<file path="src/hdl/ipac_pkg.sv">
// Shared types and constants for the IP address text classifier.
package ipac_pkg;

  // Character queue between front and back
  localparam int CQ_DEPTH = 4;
  localparam int CQ_AW    = $clog2(CQ_DEPTH);

  // Result queue at the back end (depth is a power of two)
  localparam int RQ_DEPTH = 2;
  localparam int RQ_AW    = $clog2(RQ_DEPTH);

  // ASCII codes
  localparam logic [7:0] CHAR_DOT     = 8'h2E;
  localparam logic [7:0] CHAR_COLON   = 8'h3A;
  localparam logic [7:0] CHAR_ZERO    = 8'h30;
  localparam logic [7:0] CHAR_NINE    = 8'h39;
  localparam logic [7:0] CHAR_LOWER_A = 8'h61;
  localparam logic [7:0] CHAR_LOWER_F = 8'h66;
  localparam logic [7:0] CHAR_UPPER_A = 8'h41;
  localparam logic [7:0] CHAR_UPPER_F = 8'h46;

  // IPv4 limits
  localparam logic [1:0]  V4_MAX_DIGITS = 2'd3;
  localparam logic [1:0]  V4_DOTS       = 2'd3;
  localparam logic [11:0] V4_MAX_VALUE  = 12'd255;

  // IPv6 limits
  localparam logic [2:0] V6_MAX_DIGITS = 3'd4;
  localparam logic [2:0] V6_COLONS     = 3'd7;

  // Result codes
  typedef enum logic [1:0] {
    KIND_NONE = 2'd0,
    KIND_V4   = 2'd1,
    KIND_V6   = 2'd2
  } kind_t;

  localparam logic [1:0] KIND_UNUSED = 2'd3;

  // Classified character handed from front to back
  typedef struct packed {
    logic       is_dec;
    logic [3:0] dec_val;
    logic       is_hex;
    logic       is_dot;
    logic       is_colon;
    logic       last;
  } char_class_t;

endpackage

</file>
<file path="src/hdl/ipac_front.sv">
// Front end: accepts characters and classifies them for the checkers.
module ipac_front import ipac_pkg::*; (
  input  logic        push,
  input  logic [7:0]  char_code,
  input  logic        is_last,
  input  logic        cq_full,
  output logic        full,
  output logic        cq_push,
  output char_class_t cq_item
);

  logic is_dec;
  logic is_lower_hex;
  logic is_upper_hex;

  // Decode the character class
  assign is_dec       = (char_code >= CHAR_ZERO) && (char_code <= CHAR_NINE);
  assign is_lower_hex = (char_code >= CHAR_LOWER_A) && (char_code <= CHAR_LOWER_F);
  assign is_upper_hex = (char_code >= CHAR_UPPER_A) && (char_code <= CHAR_UPPER_F);

  always_comb begin
    cq_item          = '0;
    cq_item.is_dec   = is_dec;
    cq_item.dec_val  = 4'(char_code - CHAR_ZERO);
    cq_item.is_hex   = is_dec || is_lower_hex || is_upper_hex;
    cq_item.is_dot   = (char_code == CHAR_DOT);
    cq_item.is_colon = (char_code == CHAR_COLON);
    cq_item.last     = is_last;
  end

  // Hand the item on while the queue has room
  assign full    = cq_full;
  assign cq_push = push && !cq_full;

endmodule

</file>
<file path="src/hdl/ipac_cq.sv">
// Short queue of classified characters between front and back.
module ipac_cq import ipac_pkg::*; (
  input  logic        clk,
  input  logic        rst,
  input  logic        wr_en,
  input  char_class_t wr_item,
  input  logic        rd_en,
  output char_class_t rd_item,
  output logic        valid,
  output logic        full
);

  char_class_t          mem [CQ_DEPTH];
  logic [CQ_AW-1:0]     head;
  logic [CQ_AW-1:0]     tail;
  logic [CQ_AW:0]       count;

  // Store an item at the tail
  always_ff @(posedge clk) begin
    if (wr_en) begin
      mem[tail] <= wr_item;
    end
  end

  // Advance pointers and occupancy
  always_ff @(posedge clk) begin
    if (rst) begin
      head  <= '0;
      tail  <= '0;
      count <= '0;
    end else begin
      if (wr_en) begin
        tail <= tail + CQ_AW'(1);
      end
      if (rd_en) begin
        head <= head + CQ_AW'(1);
      end
      case ({wr_en, rd_en})
        2'b10:   count <= count + (CQ_AW+1)'(1);
        2'b01:   count <= count - (CQ_AW+1)'(1);
        default: count <= count;
      endcase
    end
  end

  assign rd_item = mem[head];
  assign valid   = (count != '0);
  assign full    = (count == (CQ_AW+1)'(CQ_DEPTH));

endmodule

</file>
<file path="src/hdl/ipac_back.sv">
// Back end: runs the IPv4 and IPv6 checkers and queues the verdicts.
module ipac_back import ipac_pkg::*; (
  input  logic        clk,
  input  logic        rst,
  input  logic        cq_valid,
  input  char_class_t cq_item,
  output logic        cq_pop,
  input  logic        pop,
  output logic        empty,
  output logic [1:0]  address_kind
);

  // Checker state
  logic        saw_dot,         saw_dot_next;
  logic [1:0]  v4_group_count,  v4_group_count_next;
  logic [1:0]  v4_digit_count,  v4_digit_count_next;
  logic [7:0]  v4_group_value,  v4_group_value_next;
  logic        v4_leading_zero, v4_leading_zero_next;
  logic        v4_failed,       v4_failed_next;
  logic [2:0]  v6_group_count,  v6_group_count_next;
  logic [2:0]  v6_digit_count,  v6_digit_count_next;
  logic        v6_failed,       v6_failed_next;

  logic [11:0] v4_sum;
  logic        v4_ok;
  logic        v6_ok;
  kind_t       kind;

  // Result queue
  kind_t            rq_mem [RQ_DEPTH];
  logic [RQ_AW-1:0] rq_head;
  logic [RQ_AW-1:0] rq_tail;
  logic [RQ_AW:0]   rq_count;
  logic             rq_push;
  logic             rq_pop;

  // Take a character unless it closes a string and no result slot is free
  assign cq_pop  = cq_valid && (!cq_item.last || (rq_count != (RQ_AW+1)'(RQ_DEPTH)));
  assign rq_push = cq_pop && cq_item.last;
  assign rq_pop  = pop && !empty;

  assign v4_sum = ({4'd0, v4_group_value} * 12'd10) + {8'd0, cq_item.dec_val};

  // Update both checkers for the current character
  always_comb begin
    saw_dot_next         = saw_dot;
    v4_group_count_next  = v4_group_count;
    v4_digit_count_next  = v4_digit_count;
    v4_group_value_next  = v4_group_value;
    v4_leading_zero_next = v4_leading_zero;
    v4_failed_next       = v4_failed;
    v6_group_count_next  = v6_group_count;
    v6_digit_count_next  = v6_digit_count;
    v6_failed_next       = v6_failed;

    if (cq_item.is_dot) begin
      saw_dot_next = 1'b1;
    end

    // IPv4: dotted decimal groups
    if (!v4_failed) begin
      if (cq_item.is_dec) begin
        if (v4_digit_count == V4_MAX_DIGITS) begin
          v4_failed_next = 1'b1;
        end else if ((v4_digit_count != 2'd0) && v4_leading_zero) begin
          v4_failed_next = 1'b1;
        end else if (v4_sum > V4_MAX_VALUE) begin
          v4_failed_next = 1'b1;
        end else begin
          v4_group_value_next = v4_sum[7:0];
          v4_digit_count_next = v4_digit_count + 2'd1;
          if (v4_digit_count == 2'd0) begin
            v4_leading_zero_next = (cq_item.dec_val == 4'd0);
          end
        end
      end else if (cq_item.is_dot) begin
        if ((v4_digit_count == 2'd0) || (v4_group_count == V4_DOTS)) begin
          v4_failed_next = 1'b1;
        end else begin
          v4_group_count_next  = v4_group_count + 2'd1;
          v4_digit_count_next  = 2'd0;
          v4_group_value_next  = 8'd0;
          v4_leading_zero_next = 1'b0;
        end
      end else begin
        v4_failed_next = 1'b1;
      end
    end

    // IPv6: colon separated hex groups
    if (!v6_failed) begin
      if (cq_item.is_hex) begin
        if (v6_digit_count == V6_MAX_DIGITS) begin
          v6_failed_next = 1'b1;
        end else begin
          v6_digit_count_next = v6_digit_count + 3'd1;
        end
      end else if (cq_item.is_colon) begin
        if ((v6_digit_count == 3'd0) || (v6_group_count == V6_COLONS)) begin
          v6_failed_next = 1'b1;
        end else begin
          v6_group_count_next = v6_group_count + 3'd1;
          v6_digit_count_next = 3'd0;
        end
      end else begin
        v6_failed_next = 1'b1;
      end
    end
  end

  // Pick the verdict from the updated state
  assign v4_ok = !v4_failed_next && (v4_group_count_next == V4_DOTS)
                 && (v4_digit_count_next != 2'd0);
  assign v6_ok = !v6_failed_next && (v6_group_count_next == V6_COLONS)
                 && (v6_digit_count_next != 3'd0);

  always_comb begin
    if (saw_dot_next) begin
      kind = v4_ok ? KIND_V4 : KIND_NONE;
    end else begin
      kind = v6_ok ? KIND_V6 : KIND_NONE;
    end
  end

  // Hold checker state; clear it after the last character
  always_ff @(posedge clk) begin
    if (rst || rq_push) begin
      saw_dot         <= 1'b0;
      v4_group_count  <= '0;
      v4_digit_count  <= '0;
      v4_group_value  <= '0;
      v4_leading_zero <= 1'b0;
      v4_failed       <= 1'b0;
      v6_group_count  <= '0;
      v6_digit_count  <= '0;
      v6_failed       <= 1'b0;
    end else if (cq_pop) begin
      saw_dot         <= saw_dot_next;
      v4_group_count  <= v4_group_count_next;
      v4_digit_count  <= v4_digit_count_next;
      v4_group_value  <= v4_group_value_next;
      v4_leading_zero <= v4_leading_zero_next;
      v4_failed       <= v4_failed_next;
      v6_group_count  <= v6_group_count_next;
      v6_digit_count  <= v6_digit_count_next;
      v6_failed       <= v6_failed_next;
    end
  end

  // Store the verdict
  always_ff @(posedge clk) begin
    if (rq_push) begin
      rq_mem[rq_tail] <= kind;
    end
  end

  // Advance result queue pointers
  always_ff @(posedge clk) begin
    if (rst) begin
      rq_head  <= '0;
      rq_tail  <= '0;
      rq_count <= '0;
    end else begin
      if (rq_push) begin
        rq_tail <= rq_tail + RQ_AW'(1);
      end
      if (rq_pop) begin
        rq_head <= rq_head + RQ_AW'(1);
      end
      case ({rq_push, rq_pop})
        2'b10:   rq_count <= rq_count + (RQ_AW+1)'(1);
        2'b01:   rq_count <= rq_count - (RQ_AW+1)'(1);
        default: rq_count <= rq_count;
      endcase
    end
  end

  assign empty        = (rq_count == '0);
  assign address_kind = rq_mem[rq_head];

endmodule

</file>
<file path="src/hdl/ip_address_text_classifier_core.sv">
// Usage
//   Input channel: drive char_code and is_last with push high; a character is
//   taken on a rising edge where push is high and full is low. Send an address
//   one ASCII character per item, with is_last set on its final character.
//   Result channel: while empty is low, address_kind holds the oldest verdict
//   (0 neither, 1 IPv4, 2 IPv6); it is removed on an edge where pop is high.
//   One verdict is given per string, none for other characters.
// Timing
//   A taken character passes the character queue register; the checkers and
//   the verdict write share the cycle in which the back end takes it from that
//   queue, and empty falls once the verdict is registered in the result queue.
//   Throughput: one character per cycle while no final character waits for a
//   result slot, set by the single checker update per cycle in the back end.
// Stalls and reset
//   When pop is held low, verdicts collect in a two-entry result queue;
//   characters inside a string still drain, and a final character waits at
//   the head of the four-entry character queue until a result slot frees;
//   full rises once that queue holds four characters.
//   rst (synchronous, active high) empties both queues and clears checker
//   state; no clearing pass is needed.
module ip_address_text_classifier_core import ipac_pkg::*; (
  input  logic       clk,
  input  logic       rst,
  input  logic       push,
  output logic       full,
  input  logic [7:0] char_code,
  input  logic       is_last,
  output logic       empty,
  input  logic       pop,
  output logic [1:0] address_kind
);

  logic        cq_full;
  logic        cq_push;
  char_class_t cq_wr_item;
  char_class_t cq_item;
  logic        cq_valid;
  logic        cq_pop;

  // Classify incoming characters
  ipac_front u_front (
    .push      (push),
    .char_code (char_code),
    .is_last   (is_last),
    .cq_full   (cq_full),
    .full      (full),
    .cq_push   (cq_push),
    .cq_item   (cq_wr_item)
  );

  // Decouple front from back
  ipac_cq u_cq (
    .clk     (clk),
    .rst     (rst),
    .wr_en   (cq_push),
    .wr_item (cq_wr_item),
    .rd_en   (cq_pop),
    .rd_item (cq_item),
    .valid   (cq_valid),
    .full    (cq_full)
  );

  // Run the checkers and queue verdicts
  ipac_back u_back (
    .clk          (clk),
    .rst          (rst),
    .cq_valid     (cq_valid),
    .cq_item      (cq_item),
    .cq_pop       (cq_pop),
    .pop          (pop),
    .empty        (empty),
    .address_kind (address_kind)
  );

`ifndef SYNTHESIS
  // A shown verdict is never the unused code
  assert property (@(posedge clk) disable iff (rst)
    !empty |-> (address_kind != KIND_UNUSED))
    else $error("unused verdict code shown");

  // Closing a string makes a verdict available next cycle
  assert property (@(posedge clk) disable iff (rst)
    (cq_pop && cq_item.last) |=> !empty)
    else $error("verdict missing after last character");

  // An accepted character is queued for the back end
  assert property (@(posedge clk) disable iff (rst)
    (push && !full) |=> cq_valid)
    else $error("accepted character not queued");

  // Characters inside a string never wait on the result side
  assert property (@(posedge clk) disable iff (rst)
    (cq_valid && !cq_item.last) |-> cq_pop)
    else $error("back end stalled inside a string");
`endif

endmodule

</file>
<file path="config.mk">
export PLATFORM = sky130hd
export DESIGN_NAME = ip_address_text_classifier_core
export DESIGN_NICKNAME = d
export VERILOG_FILES = /design/src/hdl/ipac_pkg.sv /design/src/hdl/ipac_front.sv /design/src/hdl/ipac_cq.sv /design/src/hdl/ipac_back.sv /design/src/hdl/ip_address_text_classifier_core.sv
export SDC_FILE = /design/constraint.sdc
export NUM_CORES = 1
export LEC_CHECK = 0
export BUFFER_PORTS_ARGS = -buffer_cell sky130_fd_sc_hd__buf_4
export CAP_MARGIN = 20
export CORE_ASPECT_RATIO = 1.1
export CORE_UTILIZATION = 45
export DETAILED_ROUTE_END_ITERATION = 6
export SYNTH_ARGS = -nofsm -noshare
export SYNTH_HDL_FRONTEND = slang
export SYNTH_SLANG_ARGS = --single-unit
</file>
<file path="constraint.sdc">
create_clock -name clk -period 4.2 [get_ports clk]
set_input_delay 0 -clock clk [delete_from_list [all_inputs] [get_ports clk]]
set_output_delay 0 -clock clk [all_outputs]
set_load 0.01 [all_outputs]
</file>
==> Yosys cells after proc, flatten, opt, wreduce, memory -nomap -nowiden <==
Memories as Yosys holds them, arrays and structs flattened. A register that Yosys moved wholly into a read port is not among the register bits.
Index checks and enable logic that the tools add are counted.
{ "totals": {"ff_bits": 33, "ramBits": 40, "in_bits": 13, "out_inout_bits": 4, "word_cells": 154, "memories": 2} }
{ "mem_list": {"columns": ["name", "words", "width", "read_ports", "rd_clocked_by_memory_dff", "wr", "line_no", "rtl"], "rows": [
  ["u_cq.mem", 4, 9, 1, 1, 1, "ipac_cq.sv:13", "char_class_t mem [CQ_DEPTH];"],
  ["u_back.rq_mem", 2, 2, 1, 1, 1, "ipac_back.sv:30", "kind_t rq_mem [RQ_DEPTH];"]
]} }
{ "classes": {"n_addsub": 14, "mul": 1, "order_cmp": 7, "eq_ne": 19, "n_mux": 59, "bitwise": 1, "reduce_logical": 36} }
{ "op_table": {"columns": ["operator", "count"], "rows": [
  ["2-to-1 mux 8 bit", 6],
  ["2-to-1 mux 2 bit", 15],
  ["2-to-1 mux 1 bit", 27],
  ["2-to-1 mux 3 bit", 9],
  ["equality test 8 x 6 -> 1 bit (second input constant)", 2],
  ["greater-or-equal comparator 8 x 7 -> 1 bit (second input constant)", 2],
  ["<= comparator 8 x 7 -> 1 bit (second input constant)", 2],
  ["adder 12 x 4 -> 12 bit", 1],
  ["equality test 3 bit (second input constant)", 4],
  ["> comparator 12 x 8 -> 1 bit (second input constant)", 1],
  ["logical AND 1 bit", 12],
  ["multiplier 8 x 3 -> 11 bit (second input constant)", 1],
  ["adder 2 x 1 -> 2 bit (second input constant)", 5],
  ["equality test 2 bit (second input constant)", 5],
  ["inequality test 2 bit (second input constant)", 5],
  ["nonzero test 2 bit", 5],
  ["adder 3 x 1 -> 3 bit (second input constant)", 3],
  ["greater-or-equal comparator 8 x 6 -> 1 bit (second input constant)", 1],
  ["<= comparator 8 x 6 -> 1 bit (second input constant)", 1],
  ["AND reduction 8 bit", 1],
  ["AND reduction 7 bit", 1],
  ["logical OR 1 bit", 6],
  ["case mux 3 bit (2 select lines)", 1],
  ["nonzero test 3 bit", 2],
  ["12 further kinds", 19]
]} }

==> Longest topological paths before layout <==
Gate-level depths: netlist (run 1).
{ "logic_depth": {"ltp_word": 13, "mapped_depth": 11, "mapped_depth_nobuf": 10} }

==> Cells and area by module <==
A second synthesis (run 1) with hierarchy kept.
{ "hier_totals": {"hier_cells": 338, "area_unflattened_um2": 3896.2} }
{ "modules_own_cells": {"columns": ["mod", "instances", "cells_per_inst", "area_each_um2", "seq_area_each_um2"], "rows": [
  ["ipac_back", 1, 222, 2005.7, 660.6],
  ["ipac_cq", 1, 94, 1735.4, 1261.2],
  ["ipac_front", 1, 22, 155.1, 0.0]
]} }

==> Least setup slack after synthesis (run 1) <==
OpenSTA, ideal clock, no wires.
{ "synth_timing": {"path_type": "register -> register", "start": "reg with a tool-made name", "end": "reg u_back.v4_digit_count[1]", "setup_ns": 0.119, "arrival_time_ns": 2.902, "t_required_ns": 4.081, "setup_slack_ns": 1.179, "stages_incl_launch_ff": 12, "n_path_buf": 2, "cell_sequence": "dfxtp_1 buf_6 mux4_2 ha_1 fa_1 a21oi_1 nor2b_1 nor3_1 mux2i_1 or4_1 buf_2 mux2i_1"} }
{ "synth_rtl": {"columns": ["element", "line_no", "rtl"], "rows": [
  ["end signal, assigned", "ipac_back.sv:140", "v4_digit_count <= v4_digit_count_next;"],
  ["end, declared", "ipac_back.sv:16", "logic [1:0] v4_digit_count, v4_digit_count_next;"]
]} }

==> results by group, run 1 <==
Floorplanning
  • Die height: 98.9 µm
  • Die ar.: 8900 µm²
  • I/O pin count: 17
  • Initial Utilization: 0.475
  • FP Rows: 34
  • Horiz. Die Dim: 90.0 µm
  • Std-Cell Core Area: 8080 µm²

Drt
  • DRC: 0
  • Drt wl/cell: 14.9 µm
  • Routed Antenna Nets: 0
  • Final WL: 6.97 mm
  • Detailed Route Iter0 Violations: 134
  • DR vias: 2,500
  • Vias per cell: 5.35
  • Number of iterations in the first detailed-routing pass: 4

Critical path
  • R2R cell count: 9
  • CP peak stage delay: 700 ps
  • Critical path arrival: 3520 ps
  • FF-to-FF End: u_back.v4_group_value[0]$_SDFFE_PP0P_
  • CP Cell Sequence: mux4_2 > ha_1 > fa_1 > a21oi_1 > nor2b_1 > nor3_1 > mux2i_1 > or4_1 > mux2i_1
  • Setup crit start kind: register
  • Required time of the critical path: 4430 ps
  • Reg2Reg Setup Slack: 920 ps
  • Most Frequent Cell on Critical Path: mux2i_1
  • CP Capture Type: register
  • Crit path max fanout: 7
  • Crit Path Class: reg -> reg
  • Slowest stage cell on the critical path: or4_1

Power
  • VDD IR-drop max: 0.000272 V
  • Switching part of the total: 0.373
  • Gate power share: 0.396
  • P_sw: 0.924 mW
  • Lkg Pwr: 1.75 nW
  • Reg power frac: 0.406
  • Clock share of power: 0.198
  • P_int: 1.55 mW
  • PD cells: 575 nW/µm²

CTS
  • Num CTS Buffers: 9
  • # clock sinks: 76
  • H-tree levels: 3
  • Root Buffer: clkbuf_8
  • Reg clk slew, reported paths: 80 ps
  • TritonCTS clock tree: done
  • CTS Buffer Depth: 2
  • Clock latency at the later pin of the worst-skew pair: 350 ps

Synth
  • Synthesized cell area: 3840 µm²
  • Async S/R FF share, synth: 0
  • EDFF count, synth: 40
  • Largest cells by area after synthesis: edfxtp_1 31%, dfxtp_1 19%, ha_1 9.1%, mux4_2 5.3%, nor2_1 2.9%
  • Synth Net Count: 371
  • Seq/Total Area, Yosys: 0.501
  • Area leader, netlist: edfxtp_1
  • Syn Area/Cell: 11.7 µm²
  • Synth cell types: 56
  • Synth Register Bits: 76
  • Cells after Synth: 327
  • Top FF cell, synth: edfxtp_1
  • Synth Warn #: 0
  • Synth top area share: 0.313

Timing
  • Worst Skew: 9.98 ps
  • RSZ-0062 raised after global routing: false
  • Final hold viol count: 0
  • Slew of the pin with the lowest slew margin: 662 ps
  • Final period util: 0.782
  • Maximum clock rate: 0.305 GHz
  • Sum of negative setup slack: 0 ps
  • Setup violators final: 0
  • Hold WS: 147 ps
  • Slew Limit Fails: 0
  • Crit path time final: 3280 ps
  • Slew margin rel.: 0.547

Final layout
  • Antenna Cells: 0
  • Non-filler cells, final: 467
  • Share of cells above drive strength 1: 0.159
  • Multi-input gate area: 1810 µm²
  • Area delta synth->final: 12.2%
  • Register area: 1920 µm²
  • FILL cells: 722
  • Final nets: 398

Run
  • Max-cap violation count: 0

GRT
  • Grt total ovfl: 0
  • First-pass GRT wire length: 11.9 mm
  • Largest net degree at the start of global routing: 17
  • Overall routing resource usage: 0.172
  • Vias in the first global route: 2,531
  • Initial antenna violation count: 0

Placement
  • Placed Cells: 444
  • I/O Buffers: 16
  • DP Wirelength: 5.05 mm
  • GPL Wtd Cong: 0.796

Worst hold path
  • Hold depth: 4
  • Worst hold start: pop
  • Hold Crit Class: in -> reg

Outcome
  • Status: finished clean
[cells by family after synthesis]
logic type	synth area share
compound gates	0.0851
xor+xnor	0.0408
fa+ha+maj	0.107
buf+inv	0.0284
flops	0.501
mux	0.0851
simple gates	0.153
[worst max path at each step]
stage          startpoint                                    end  slack, ps  depth (start not counted)
4_1_cts          register  u_back.v4_digit_count[1]$_SDFFE_PP0P_        910                          9
2_1_floorplan    register  u_back.v4_digit_count[1]$_SDFFE_PP0P_       1180                         11
3_3_place_gp     register  u_back.v4_group_value[1]$_SDFFE_PP0P_        970                          9
5_1_grt          register          u_back.rq_mem[0][0]$_DFFE_PP_        690                          8
3_5_place_dp     register  u_back.v4_group_value[0]$_SDFFE_PP0P_        920                          9
6_report         register  u_back.v4_group_value[0]$_SDFFE_PP0P_        920                          9
[cells in the mapped netlist, types with 2 or more instances]
| master | n |
|---|---|
| or3_1 | 4 |
| nor2_1 | 30 |
| inv_1 | 15 |
| mux2i_1 | 9 |
| buf_2 | 2 |
| a21oi_1 | 17 |
| a211oi_1 | 2 |
| clkbuf_1 | 6 |
| nand4b_1 | 2 |
| mux4_2 | 9 |
| a31o_2 | 2 |
| a21o_1 | 3 |
| o21ai_0 | 9 |
| a22o_1 | 5 |
| nor3_1 | 6 |
| nand3b_1 | 2 |
| nand2b_1 | 2 |
| or2_2 | 3 |
| xor2_1 | 9 |
| fa_1 | 3 |
| nand4_1 | 3 |
| nand3_1 | 10 |
| and3_1 | 5 |
| nor4_1 | 2 |
| dfxtp_1 | 36 |
| nor2b_1 | 5 |
| edfxtp_1 | 40 |
| mux2_2 | 3 |
| and2_1 | 4 |
| nand2_1 | 18 |
| ha_1 | 28 |
| nor3b_1 | 3 |
| xnor2_1 | 7 |
[critical path: cells and delay by family (launching register included)]
family / cells / cell delay, ps
fa+ha+maj: 2 / 630
mux: 3 / 940
compound gates: 1 / 180
simple gates: 3 / 940
flops: 1 / 480
[metrics by stage]
stage	power [mW]	setup slack (ps)	area, µm²	utilization
after floorplan	1.77	1180	3840	-
after global placement	1.99	971	4070	0.503
after detailed placement	2.01	921	4070	0.503
after CTS	2.50	905	4310	0.533
after global routing	2.66	690	4310	0.533
final	2.48	917	4310	0.533
[timing repair]
| action | in CTS | in global routing |
|---|---|---|
| hold buffers | 7 | 0 |
| setup buffers | 0 | 0 |
| resized for setup | 0 | 0 |
| hold endpoints to repair | 38 | 0 |
[state kept, by name, summed over array words and instances, names as in the netlist, named ones only]
name                    cells
u_back.v4_digit_count       2
u_back.rq_tail              1
u_back.rq_head              1
u_back.rq_count             2
u_back.v4_leading_zero      1
u_back.v4_failed            1
u_back.v6_failed            1
u_cq.tail                   2
u_cq.count                  3
u_back.v6_group_count       3
u_cq.head                   2
u_back.v6_digit_count       3
u_back.v4_group_value       8
u_back.saw_dot              1
u_cq.mem                   36
u_back.v4_group_count       2
u_back.rq_mem               4
[placed cells by master, fill, tap and decap left out, drive strengths merged, types with 6 or more instances in the layout]
master	n
edfxtp	40
dfxtp	36
nor2	31
ha	28
buf	19
nand2	18
a21oi	18
inv	17
nand3	11
clkbuf	11
xor2	10
mux2i	9
mux4	9
o21ai	9
xnor2	7
dlygate4sd3	7
nor3	6
[final cells by class]
class | instances | area share
Clock buffer | 11 | 0.0305
Tap cell | 108 | 0.0314
Clock inverter | 5 | 0.00872
Timing Repair Buffer | 26 | 0.0494
Inverter | 16 | 0.0139
Sequential cell | 76 | 0.446
Multi-Input combinational cell | 225 | 0.420
[power by group through the flow]
stage	Sequential, mW	Combinational [mW]	Clock (mW)
after global routing	1.03	1.10	0.535
after CTS	1.01	0.994	0.503
after floorplan	0.985	0.787	0
after detailed placement	1.02	0.983	0
final	1.00	0.982	0.491
after global placement	1.02	0.966	0
[per-layer routing]
layer  up-vias  GRT usage  wire [µm]
met2        35      0.288       3360
li1       1246          -          -
met1      1207      0.216       3270
met4         0     0.0782        131
met5         -          0          0
met3        12     0.0355        207
(Power assumes the default switching activity.)
==> run 2: changes to the inputs <==
==> constraint.sdc (replaced) <==
create_clock -name clk -period 3.15 [get_ports clk]
set_input_delay 0 -clock clk [delete_from_list [all_inputs] [get_ports clk]]
set_output_delay 0 -clock clk [all_outputs]
set_load 0.01 [all_outputs]
==> run 2 against run 1 <==
  * Sequential power is 33% higher
  * Worst hold slack lost 11 ps
  * Sequential cell count is the same
  * Critical endpoint is now u_back.v4_digit_count[0]$_SDFFE_PP0P_
  * Via count rose by 0.52%
  * Largest cell class unchanged
  * Fmax rose by 9.7%
  * Highest routed layer unchanged
  * Cell area increased by 2.2%
==> results by group, run 2 (same netlist as run 1, synthesis figures left out) <==
Timing
  • Final hold viol count: 0 (unchanged)
  • Slew margin rel.: 0.642 (was 0.547)
  • Crit path time final: 2990 ps (was 3280 ps)
  • Final period util: 0.950 (was 0.782)
  • Slew of the pin with the lowest slew margin: 536 ps (was 662 ps)
  • Setup violators final: 0 (unchanged)
  • Worst Skew: 10.6 ps (was 9.98 ps)
  • Sum of negative setup slack: 0 ps (unchanged)
  • Slew Limit Fails: 0 (unchanged)
  • Maximum clock rate: 0.334 GHz (was 0.305 GHz)
  • RSZ-0062 raised after global routing: false (unchanged)
  • Hold WS: 136 ps (was 147 ps)

CTS
  • Num CTS Buffers: 9 (unchanged)
  • CTS Buffer Depth: 2 (unchanged)
  • Reg clk slew, reported paths: 80 ps (about the same)
  • Post CTS Setup Buffer Count: 0 (unchanged)
  • # clock sinks: 76 (unchanged)
  • H-tree levels: 3 (unchanged)
  • TritonCTS clock tree: done (unchanged)
  • Root Buffer: clkbuf_8 (unchanged)
  • Clock latency at the later pin of the worst-skew pair: 350 ps (about the same)

GRT
  • Overall routing resource usage: 0.176 (was 0.172)
  • Grt total ovfl: 0 (unchanged)
  • First-pass GRT wire length: 12.2 mm (was 11.9 mm)
  • Largest net degree at the start of global routing: 17 (unchanged)
  • Initial antenna violation count: 0 (unchanged)
  • Vias in the first global route: 2,562 (was 2,531)

Critical path
  • R2R cell count: 10 (was 9)
  • Required time of the critical path: 3380 ps (was 4430 ps)
  • CP Cell Sequence: mux4_2 > ha_1 > fa_1 > a21oi_1 > nor2b_1 > nor3_1 > mux2i_1 > buf_4 > o31a_1 > mux2_2 (was mux4_2 > ha_1 > fa_1 > a21oi_1 > nor2b_1 > nor3_1 > mux2i_1 > or4_1 > mux2i_1)
  • Crit path max fanout: 6 (was 7)
  • Crit Path Class: reg -> reg (unchanged)
  • Setup crit start kind: register (unchanged)
  • CP peak stage delay: 520 ps (was 700 ps)
  • FF-to-FF End: u_back.v4_digit_count[0]$_SDFFE_PP0P_ (was u_back.v4_group_value[0]$_SDFFE_PP0P_)
  • Critical path arrival: 3230 ps (was 3520 ps)
  • CP Capture Type: register (unchanged)
  • Critical path's top delay family: multiplexers (unchanged)
  • Reg2Reg Setup Slack: 160 ps (was 920 ps)
  • Slowest stage cell on the critical path: mux4_2 (was or4_1)
  • Bufs and invs on worst path: 1 (was 0)

Floorplanning
  • Die height: 98.9 µm (unchanged)
  • Std-Cell Core Area: 8080 µm² (unchanged)
  • Initial Utilization: 0.475 (unchanged)
  • Horiz. Die Dim: 90.0 µm (unchanged)
  • I/O pin count: 17 (unchanged)
  • Die ar.: 8900 µm² (unchanged)
  • FP Rows: 34 (unchanged)

Final layout
  • Commonest non-fill, non-tap cell in the layout: edfxtp_1 (unchanged)
  • Most frequent cells in the layout: 40 x edfxtp_1, 34 x dfxtp_1, 30 x nor2_1 (was 40 x edfxtp_1, 36 x dfxtp_1, 30 x nor2_1)
  • Antenna Cells: 0 (unchanged)
  • Area delta synth->final: 14.6% (was 12.2%)
  • Final nets: 406 (was 398)
  • Share of cells above drive strength 1: 0.188 (was 0.159)
  • Largest Register: u_cq.mem (unchanged)
  • Largest registers: u_cq.mem (36), u_back.v4_group_value (8), u_back.rq_mem (4) (unchanged)
  • Max reg flops: 36 (unchanged)
  • Non-filler cells, final: 475 (was 467)

Power
  • Lkg Pwr: 1.80 nW (was 1.75 nW)
  • VDD IR-drop max: 0.000426 V (was 0.000272 V)
  • PD cells: 779 nW/µm² (was 575 nW/µm²)

Drt
  • Drt wl/cell: 14.9 µm (about the same)
  • Routed Antenna Nets: 0 (unchanged)
  • Vias per cell: 5.29 (was 5.35)
  • Number of iterations in the first detailed-routing pass: 4 (unchanged)
  • Final WL: 7.10 mm (was 6.97 mm)
  • Detailed Route Iter0 Violations: 83 (was 134)
  • DRC: 0 (unchanged)
  • DR vias: 2,513 (was 2,500)

Placement
  • I/O Buffers: 16 (unchanged)
  • GPL Wtd Cong: 0.811 (was 0.796)
  • DP Wirelength: 5.23 mm (was 5.05 mm)
  • Placed Cells: 452 (was 444)

Worst hold path
  • Hold Crit Class: in -> reg (unchanged)
  • Worst hold start: pop (unchanged)
  • Hold depth: 4 (unchanged)

Run
  • Max-cap violation count: 0 (unchanged)

Outcome
  • Status: finished clean (unchanged)
[run 2: cell count changes in the layout (fill, tap and decap cells not counted)]
| cell | change |
|---|---|
| clkinv_4 | +1 |
| a2111oi_0 | -1 |
| a2111oi_1 | +1 |
| or4_4 | +1 |
| bufinv_16 | +1 |
| fa_1 | -1 |
| clkinvlp_4 | -2 |
| or4_1 | -1 |
| buf_4 | +8 |
| dfxtp_1 | -2 |
| fa_2 | +1 |
| dfxtp_2 | +2 |
[run 2: timing repair]
action,CTS,global route
endpoints found under the hold margin,37,0
setup endpoints to repair,0,11
resized for setup,0,5
hold buffers,7,0
[run 2: layout make-up]
cell class / instances / area [µm²]
Sequential cell: 76 / 1920
Multi-Input combinational cell: 225 / 1810
Tap cell: 108 / 135
Inverter: 16 / 60.1
Clock inverter: 5 / 61.3
Clock buffer: 11 / 131
Timing Repair Buffer: 34 / 273
Fill cell: 741 / 3680
[run 2: worst max path at each step]
| stage | cells past startpoint | start | to |
|---|---|---|---|
| floorplan | 11 | register | u_back.v4_digit_count[1]$_SDFFE_PP0P_ |
| global placement | 9 | u_back.v4_group_value[3]$_SDFFE_PP0P_ | u_back.v4_group_value[1]$_SDFFE_PP0P_ |
| detailed placement | 9 | register | u_back.v4_digit_count[1]$_SDFFE_PP0P_ |
| CTS | 9 | register | u_back.v4_digit_count[1]$_SDFFE_PP0P_ |
| global route | 10 | register | u_back.rq_mem[1][0]$_DFFE_PP_ |
| finish | 10 | register | u_back.v4_digit_count[0]$_SDFFE_PP0P_ |
[run 2: stage by stage]
| step | setup slack, ps | instance area [µm²] | power (mW) | util |
|---|---|---|---|---|
| final | 158 | 4400 | 3.43 | 0.544 |
| after global routing | 12.4 | 4400 | 3.70 | 0.544 |
| after CTS | 63.2 | 4390 | 3.45 | 0.543 |
| after detailed placement | 104 | 4130 | 2.71 | 0.511 |
| after global placement | 161 | 4130 | 2.69 | 0.511 |
| after floorplan | 129 | 3840 | 2.36 | - |
[run 2: layer usage]
layer	share of wire	global-route usage	up-vias	wire length [µm]
li1	-	-	1269	-
met1	0.47	0.216	1204	3350
met2	0.49	0.307	29	3480
met3	0.018	0.0262	11	125
met4	0.019	0.0819	0	137
met5	0	0	-	0
[run 2: where the power goes]
group          total, mW  internal (mW)  switching [mW]
clock network      0.726          0.371           0.355
registers           1.33           1.22           0.112
logic               1.37          0.600           0.768
total               3.43           2.19            1.24
[run 2: worst reg2reg max path, stage by stage (launching register included)]
cell and delay, ps:
dfxtp_2 380, mux4_2 520, ha_1 230, fa_1 410, a21oi_1 180, nor2b_1 100
nor3_1 150, mux2i_1 120, buf_4 180, o31a_1 350, mux2_2 280
==> run 3: changes to the inputs <==
--- a/config.mk
+++ b/config.mk
@@ -5,6 +5,7 @@
 export SDC_FILE = /design/constraint.sdc
 export NUM_CORES = 1
 export LEC_CHECK = 0
+export ABC_AREA = 1
 export BUFFER_PORTS_ARGS = -buffer_cell sky130_fd_sc_hd__buf_4
 export CAP_MARGIN = 20
 export CORE_ASPECT_RATIO = 1.1
==> constraint.sdc (replaced) <==
create_clock -name clk -period 3.15 [get_ports clk]
set_input_delay 0.1575 -clock clk [delete_from_list [all_inputs] [get_ports clk]]
set_output_delay 0.1575 -clock clk [all_outputs]
set_load 0.01 [all_outputs]
==> run 3 against run 2 <==
  * Clock power shrank 1%
  * Clock skew shrank 1.9 ps
  * Routed wire length grew 8.2%
  * Global-route usage grew 0.21 points
  * First-iteration DRC count grew 120%
  * Final cell count grew 28%
  * Clock-buffer cell count grew 1
  * Synthesized cell count grew 43%
  * Synthesized area grew 7.9%
  * Sequential share of layout area shrank 1.6 points
  * Critical path depth grew 4
  * Sequential power grew 5%
  * Largest power group unchanged
==> results by group, run 3 <==
Floorplanning
  • Std-Cell Core Area: 8920 µm² (was 8080 µm²)
  • Die ar.: 9590 µm² (was 8900 µm²)
  • Initial Utilization: 0.464 (was 0.475)
  • Horiz. Die Dim: 93.5 µm (was 90.0 µm)
  • FP Rows: 36 (was 34)
  • I/O pin count: 17 (unchanged)
  • Die height: 103 µm (was 98.9 µm)

Critical path
  • R2R cell count: 14 (was 10)
  • Bufs and invs on worst path: 1 (unchanged)
  • Worst Setup SP: u_back.v4_group_value[1]$_SDFFE_PP0P_
  • Critical path arrival: 3120 ps (was 3230 ps)
  • Required time of the critical path: 3430 ps (was 3380 ps)
  • CP Capture Type: register (unchanged)
  • FF-to-FF Start: u_back.v4_group_value[1]$_SDFFE_PP0P_
  • Critical path's top delay family: adder cells (was multiplexers)
  • Crit path depth: 14 (was 10)
  • Crit path max fanout: 7 (was 6)
  • CP peak stage delay: 550 ps (was 520 ps)
  • Reg2Reg Setup Slack: 310 ps (was 160 ps)
  • Crit Path Class: reg -> reg (unchanged)
  • Most Frequent Cell on Critical Path: nand2_1
  • Slowest stage cell on the critical path: fa_1 (was mux4_2)
  • Setup crit end: u_back.v4_group_value[1]$_SDFFE_PP0P_ (was u_back.v4_digit_count[0]$_SDFFE_PP0P_)
  • FF-to-FF End: u_back.v4_group_value[1]$_SDFFE_PP0P_ (was u_back.v4_digit_count[0]$_SDFFE_PP0P_)
  • CP Cell Sequence: ha_1 > ha_1 > fa_1 > nand2_1 > nor2_1 > nand2_1 > a21oi_2 > nand3_1 > nand2_1 > nand3_2 > nand2_2 > buf_4 > nand3_1 > a21oi_2 (was mux4_2 > ha_1 > fa_1 > a21oi_1 > nor2b_1 > nor3_1 > mux2i_1 > buf_4 > o31a_1 > mux2_2)
  • Setup crit start kind: register (unchanged)

GRT
  • First-pass GRT wire length: 13.1 mm (was 12.2 mm)
  • Grt total ovfl: 0 (unchanged)
  • Vias in the first global route: 2,841 (was 2,562)
  • Largest net degree at the start of global routing: 27 (was 17)
  • Initial antenna violation count: 0 (unchanged)
  • Overall routing resource usage: 0.178 (was 0.176)

CTS
  • Num CTS Buffers: 9 (unchanged)
  • Post CTS Setup Buffer Count: 0 (unchanged)
  • Reg clk slew, reported paths: 80 ps (about the same)
  • CTS Buffer Depth: 2 (unchanged)
  • Clock latency at the later pin of the worst-skew pair: 340 ps (was 350 ps)
  • TritonCTS clock tree: done (unchanged)
  • # clock sinks: 76 (unchanged)
  • Root Buffer: clkbuf_8 (unchanged)
  • H-tree levels: 3 (unchanged)

Drt
  • DR vias: 3,053 (was 2,513)
  • Vias per cell: 5.02 (was 5.29)
  • Final WL: 7.68 mm (was 7.10 mm)
  • Number of iterations in the first detailed-routing pass: 4 (unchanged)
  • DRC: 0 (unchanged)
  • Routed Antenna Nets: 0 (unchanged)
  • Detailed Route Iter0 Violations: 181 (was 83)
  • Drt wl/cell: 12.6 µm (was 14.9 µm)

Synth
  • Commonest cells in the netlist: 73 x nand2_1, 60 x nor2_1, 59 x inv_1 (was 40 x edfxtp_1, 36 x dfxtp_1, 30 x nor2_1)
  • Synth Net Count: 510 (was 371)
  • Synthesized cell area: 4140 µm² (was 3840 µm²)
  • Cells after Synth: 466 (was 327)
  • Syn Area/Cell: 8.89 µm² (was 11.7 µm²)
  • Seq/Total Area, Yosys: 0.464 (was 0.501)
  • Largest cells by area after synthesis: edfxtp_1 29%, dfxtp_1 17%, ha_1 8.5%, nand2_1 6.6%, nor2_1 5.4% (was edfxtp_1 31%, dfxtp_1 19%, ha_1 9.1%, mux4_2 5.3%, nor2_1 2.9%)
  • Async S/R FF share, synth: 0 (unchanged)
  • Synth Register Bits: 76 (unchanged)
  • Synth Warn #: 0 (unchanged)
  • Top FF cell, synth: edfxtp_1 (unchanged)
  • Most instantiated library cell after synthesis: nand2_1 (was edfxtp_1)
  • Synth top area share: 0.290 (was 0.313)
  • EDFF count, synth: 40 (unchanged)
  • Area leader, netlist: edfxtp_1 (unchanged)
  • Synth cell types: 41 (was 56)

Final layout
  • Max reg flops: 36 (unchanged)
  • Largest Register: u_cq.mem (unchanged)
  • Commonest non-fill, non-tap cell in the layout: nand2_1 (was edfxtp_1)
  • Final nets: 533 (was 406)
  • Most frequent cells in the layout: 73 x nand2_1, 60 x nor2_1, 59 x inv_1 (was 40 x edfxtp_1, 34 x dfxtp_1, 30 x nor2_1)
  • Area delta synth->final: 10.3% (was 14.6%)
  • Final instance area: 4570 µm² (was 4400 µm²)
  • Largest registers: u_cq.mem (36), u_back.v4_group_value (8), u_back.rq_mem (4) (unchanged)
  • Antenna Cells: 0 (unchanged)
  • FILL cells: 853 (was 741)
  • Share of cells above drive strength 1: 0.158 (was 0.188)

Outcome
  • Status: finished clean (unchanged)

Power
  • PD cells: 853 nW/µm² (was 779 nW/µm²)
  • VDD IR-drop max: 0.000351 V (was 0.000426 V)
  • Lkg Pwr: 1.97 nW (was 1.80 nW)

Timing
  • Crit path time final: 2840 ps (was 2990 ps)
  • Final period util: 0.903 (was 0.950)
  • Sum of negative setup slack: 0 ps (unchanged)
  • Hold WS: 48.3 ps (was 136 ps)
  • Setup violators final: 0 (unchanged)
  • Slew margin rel.: 0.406 (was 0.642)
  • Maximum clock rate: 0.352 GHz (was 0.334 GHz)
  • Worst Skew: 8.70 ps (was 10.6 ps)
  • Final setup margin: 305 ps (was 158 ps)
  • RSZ-0062 raised after global routing: false (unchanged)
  • Slew Limit Fails: 0 (unchanged)
  • Slew of the pin with the lowest slew margin: 888 ps (was 536 ps)
  • Final hold viol count: 0 (unchanged)

Placement
  • I/O Buffers: 16 (unchanged)
  • DP Wirelength: 5.64 mm (was 5.23 mm)
  • GPL Wtd Cong: 0.751 (was 0.811)
  • DP Area: 4370 µm² (was 4130 µm²)
  • Post-Place Worst Slack: 281 ps (was 104 ps)

Run
  • Max-cap violation count: 0 (unchanged)

Worst hold path
  • Hold Crit Class: in -> reg (unchanged)
run 3: worst min-delay path by stage:
stage                 start                       end  slack, ps  cells past startpoint
2_1_floorplan       is_last  u_cq.mem[0][0]$_DFFE_PP_        260                      0
3_3_place_gp        is_last  u_cq.mem[1][0]$_DFFE_PP_        370                      1
3_5_place_dp        is_last  u_cq.mem[1][0]$_DFFE_PP_        370                      1
4_1_cts             is_last  u_cq.mem[1][0]$_DFFE_PP_          2                      1
5_1_grt        char_code[1]  u_cq.mem[1][5]$_DFFE_PP_         30                      1
6_report       char_code[1]  u_cq.mem[1][5]$_DFFE_PP_         50                      1
run 3: layout make-up:
type                    count  area (µm²)  share of cell area
inverters                  64         243              0.0532
clock inverters             4        48.8              0.0107
clock buffers              12         135              0.0296
well taps                 114         143              0.0312
flip-flops and latches     76        1920               0.421
repair buffers             24         195              0.0427
multi-input cells         314        1880               0.412
run 3: cell families after synthesis:
kind of cell,after synthesis,synth area share
flip-flops,76,0.464
multiplexers,2,0.00544
adder cells (fa/ha/maj),31,0.0991
buffers and inverters,76,0.0822
AO/OA/AOI/OAI,84,0.127
AND/OR/NAND/NOR,192,0.211
XOR/XNOR,5,0.0106
run 3: metrics by stage:
stage | power [mW] | utilization | cells
6_report | 3.90 | 0.512 | 608
3_3_place_gp | 3.18 | 0.490 | 591
5_1_grt | 4.24 | 0.512 | 608
2_1_floorplan | 2.85 | - | 466
3_5_place_dp | 3.21 | 0.490 | 591
4_1_cts | 3.93 | 0.511 | 607
run 3: timing repair:
item / 4_1_cts / 5_1_grt
endpoints found under the hold margin: 0 / 2
resized for setup: 0 / 1
hold buffers: 0 / 1
setup endpoints to repair: 0 / 10
run 3: per-layer routing:
metal | vias to the layer above | routed length [µm] | GRT usage
met3 | 10 | 201 | 0.0354
met5 | - | 0 | 0
met1 | 1408 | 3730 | 0.230
met2 | 33 | 3640 | 0.300
met4 | 0 | 106 | 0.0639
li1 | 1602 | - | -
run 3: worst reg2reg max path: stages, from the launching register on:
cell and delay, ps:
dfxtp_2 360, ha_1 300, ha_1 250, fa_1 550, nand2_1 90, nor2_1 90, nand2_1 100, a21oi_2 180
nand3_1 80, nand2_1 80, nand3_2 110, nand2_2 180, buf_4 180, nand3_1 90, a21oi_2 150
run 3: where the power goes:
part           switching, mW  internal (mW)
Combinational           1.15          0.642
Clock                  0.349          0.368
Sequential             0.140           1.25
Total                   1.64           2.26
